--- config.mk ---
export PLATFORM = sky130hd
export DESIGN_NAME = rwl_cell
export DESIGN_NICKNAME = d
export VERILOG_FILES = /design/src/rwl_cell.sv
export SDC_FILE = /design/constraint.sdc
export NUM_CORES = 1
export LEC_CHECK = 0
export BUFFER_PORTS_ARGS = -buffer_cell sky130_fd_sc_hd__buf_2
export CORE_UTILIZATION = 29
export CTS_CLUSTER_DIAMETER = 100
export DETAILED_ROUTE_END_ITERATION = 12
export HOLD_SLACK_MARGIN = 0.1
export SYNTH_ARGS = -nofsm -noshare
export SYNTH_HDL_FRONTEND = slang
export SYNTH_SLANG_ARGS = --single-unit
--- constraint.sdc ---
create_clock -name clk_i -period 1.3 [get_ports clk_i]
set_input_delay 0.26 -clock clk_i [delete_from_list [all_inputs] [get_ports clk_i]]
set_output_delay 0.26 -clock clk_i [all_outputs]
set_load 0.02 [all_outputs]
--- src/rwl_cell.sv ---
// ----------------------------------------------------------------------------
// rwl_cell
// One waiter slot of the queue: loads a new waiter or takes its neighbor's.
// ----------------------------------------------------------------------------
`default_nettype none

module rwl_cell #(
  parameter int unsigned WIDTH = 9
) (
  input  logic             clk_i,
  input  logic             shift_i,
  input  logic             load_i,
  input  logic [WIDTH-1:0] load_data_i,
  input  logic [WIDTH-1:0] next_data_i,
  output logic [WIDTH-1:0] data_o
);

  logic [WIDTH-1:0] data_q;

  always_ff @(posedge clk_i) begin
    if (load_i) begin
      data_q <= load_data_i;
    end else if (shift_i) begin
      data_q <= next_data_i;
    end
  end

  assign data_o = data_q;

endmodule

`default_nettype wire

==> qor.txt <==
Status -> completed
CTS sink cnt -> 9
Vias in the first global route -> 312
Largest stage delay, worst path -> 370 ps
IO buf count -> 29
Bufs and invs on worst path -> 1
Max rail drop VDD -> 0.357 mV
Max-cap violations -> 0
Startpoint Class -> register
Diode count -> 0
Mapped Cells -> 20
Root buffer cell -> clkbuf_4
Instance count on the critical path -> 1
Die span in y -> 40.2 um
Worst Setup Slack, final -> 247 ps
Commonest non-fill, non-tap cells in the layout -> buf_2, mux2_4, edfxtp_1
Finished Cell Area -> 609 um^2
Slowest-stage cell, CP -> edfxtp_1
Final min period -> 1050 ps
Mapped cell area -> 423 um^2
Hold WC Path Type -> in2reg
Crit path from -> data_o[1]
Yosys reg bits -> 9
Hold Fails Final Rpt -> 0
Global-route wire length before repair -> 1360 um
Setup crit end -> data_o[1]
Layout Cells excl Fill -> 68
Worst Path Required -> 1040 ps
Die Footprint -> 1610 um^2
F_max -> 950 MHz
Inst Count DP -> 64
Drc violations -> 0
RSZ-0062 raised after global routing -> false
Initial antenna violation count -> 0
Final Max Slew Viols -> 0
Syn Area/Cell -> 21.1 um^2
Largest net degree at the start of global routing -> 10
GRT Util Overall -> 0.134
Drt initial violations -> 5
Largest register FFs -> 9
Ys Warns -> 0
Resize count post-CTS -> 0
Final Wtd Congestion -> 0.654
Post-Route Utilization -> 0.457
Site Rows -> 13
Via/cell ratio -> 4.40
Clock transition at the registers of the reported paths -> 60 ps
IO Count -> 30
Top delay family on crit path -> flip-flops
Post-CTS setup buffer count -> 0
CP Cell Sequence -> buf_2
Unique masters post-synth -> 4
Max-slew headroom -> 0.738
Via count -> 299
Worst Setup Path Type -> reg2out
CP arrival -> 790 ps
Final period utilization -> 0.810
CTS Buffer Depth -> 2
Commonest non-fill, non-tap cell in the layout -> buf_2
Mapped Nets -> 41
Core area -> 1330 um^2
Die X -> 40.2 um
WL final -> 862 um
Nature of the critical path endpoint -> primary output
Overflow after GRT -> 0
Actual slew at the worst max-slew pin -> 393 ps
Post-route ant nets -> 0
Cts bufs inserted -> 3
Post-DP Area -> 583 um^2
CTS Hold Bufs -> 0
Sequential share of the synthesized area -> 0.639
Setup TNS -> 0 ps
Syn-to-layout area delta -> 44.1%
Drt first pass iters -> 2
Initial core utilization -> 0.317
Crit Path Max Fanout -> 1
TritonCTS clock tree -> built
Share of layout cells above drive strength 1 -> 0.792
H-tree levels -> 1
Leak -> 0.000301 uW
Pwr/cell area -> 1190 nW/um^2
FILL cells -> 130
Routed length per instance -> 12.7 um
Final setup viols -> 0
Dpl ws -> 119 ps
Layout net count -> 75
[cell type report]
class	instances	area (um^2)	share of cell area
well taps	15	18.8	0.0308
multi-input cells	10	141	0.232
repair buffers	30	153	0.251
clock buffers	4	26.3	0.0431
flip-flops and latches	9	270	0.444
[synthesized netlist by cell type]
| cell type | number | area (um^2) |
|---|---|---|
| edfxtp_1 | 9 | 270 |
| mux2_4 | 9 | 135 |
| buf_6 | 1 | 11.3 |
| or2_1 | 1 | 6.26 |
[cells by family after synthesis]
group | count (synthesis) | synth area share
muxes | 9 | 0.320
buffers and inverters | 1 | 0.0266
DFF | 9 | 0.639
and+or+nand+nor | 1 | 0.0148
[stage by stage]
| step | power, uW | hold WS, ps |
|---|---|---|
| final | 723 | 308 |
| after global routing | 755 | 306 |
| after CTS | 732 | 302 |
| after detailed placement | 526 | 567 |
| after global placement | 522 | 566 |
| after floorplan | 463 | 477 |
[power by group]
part / switching [uW] / internal [uW]
registers: 7.15 / 356
clock network: 87.4 / 118
logic: 77.6 / 76.5
[layer usage]
metal | GRT usage | up-vias | part of all wire
met5 | 0 | - | 0
met4 | 0.125 | 0 | 0.023
met3 | 0 | 2 | 0.051
met2 | 0.238 | 12 | 0.58
met1 | 0.144 | 141 | 0.34
li1 | - | 144 | -
[worst min path at each step]
| stage | start | slack, ps | depth (start not counted) | to |
|---|---|---|---|---|
| final | load_data_i[3] | 310 | 2 | data_o[3] |
| after global routing | load_data_i[3] | 310 | 2 | data_o[3] |
| after CTS | load_data_i[3] | 300 | 2 | data_o[3] |
| after detailed placement | load_data_i[3] | 570 | 2 | data_o[3] |
| after global placement | next_data_i[0] | 570 | 2 | data_o[0] |
| after floorplan | load_data_i[0] | 480 | 1 | data_o[0] |
Note: power is estimated with default switching activity, not from simulation.
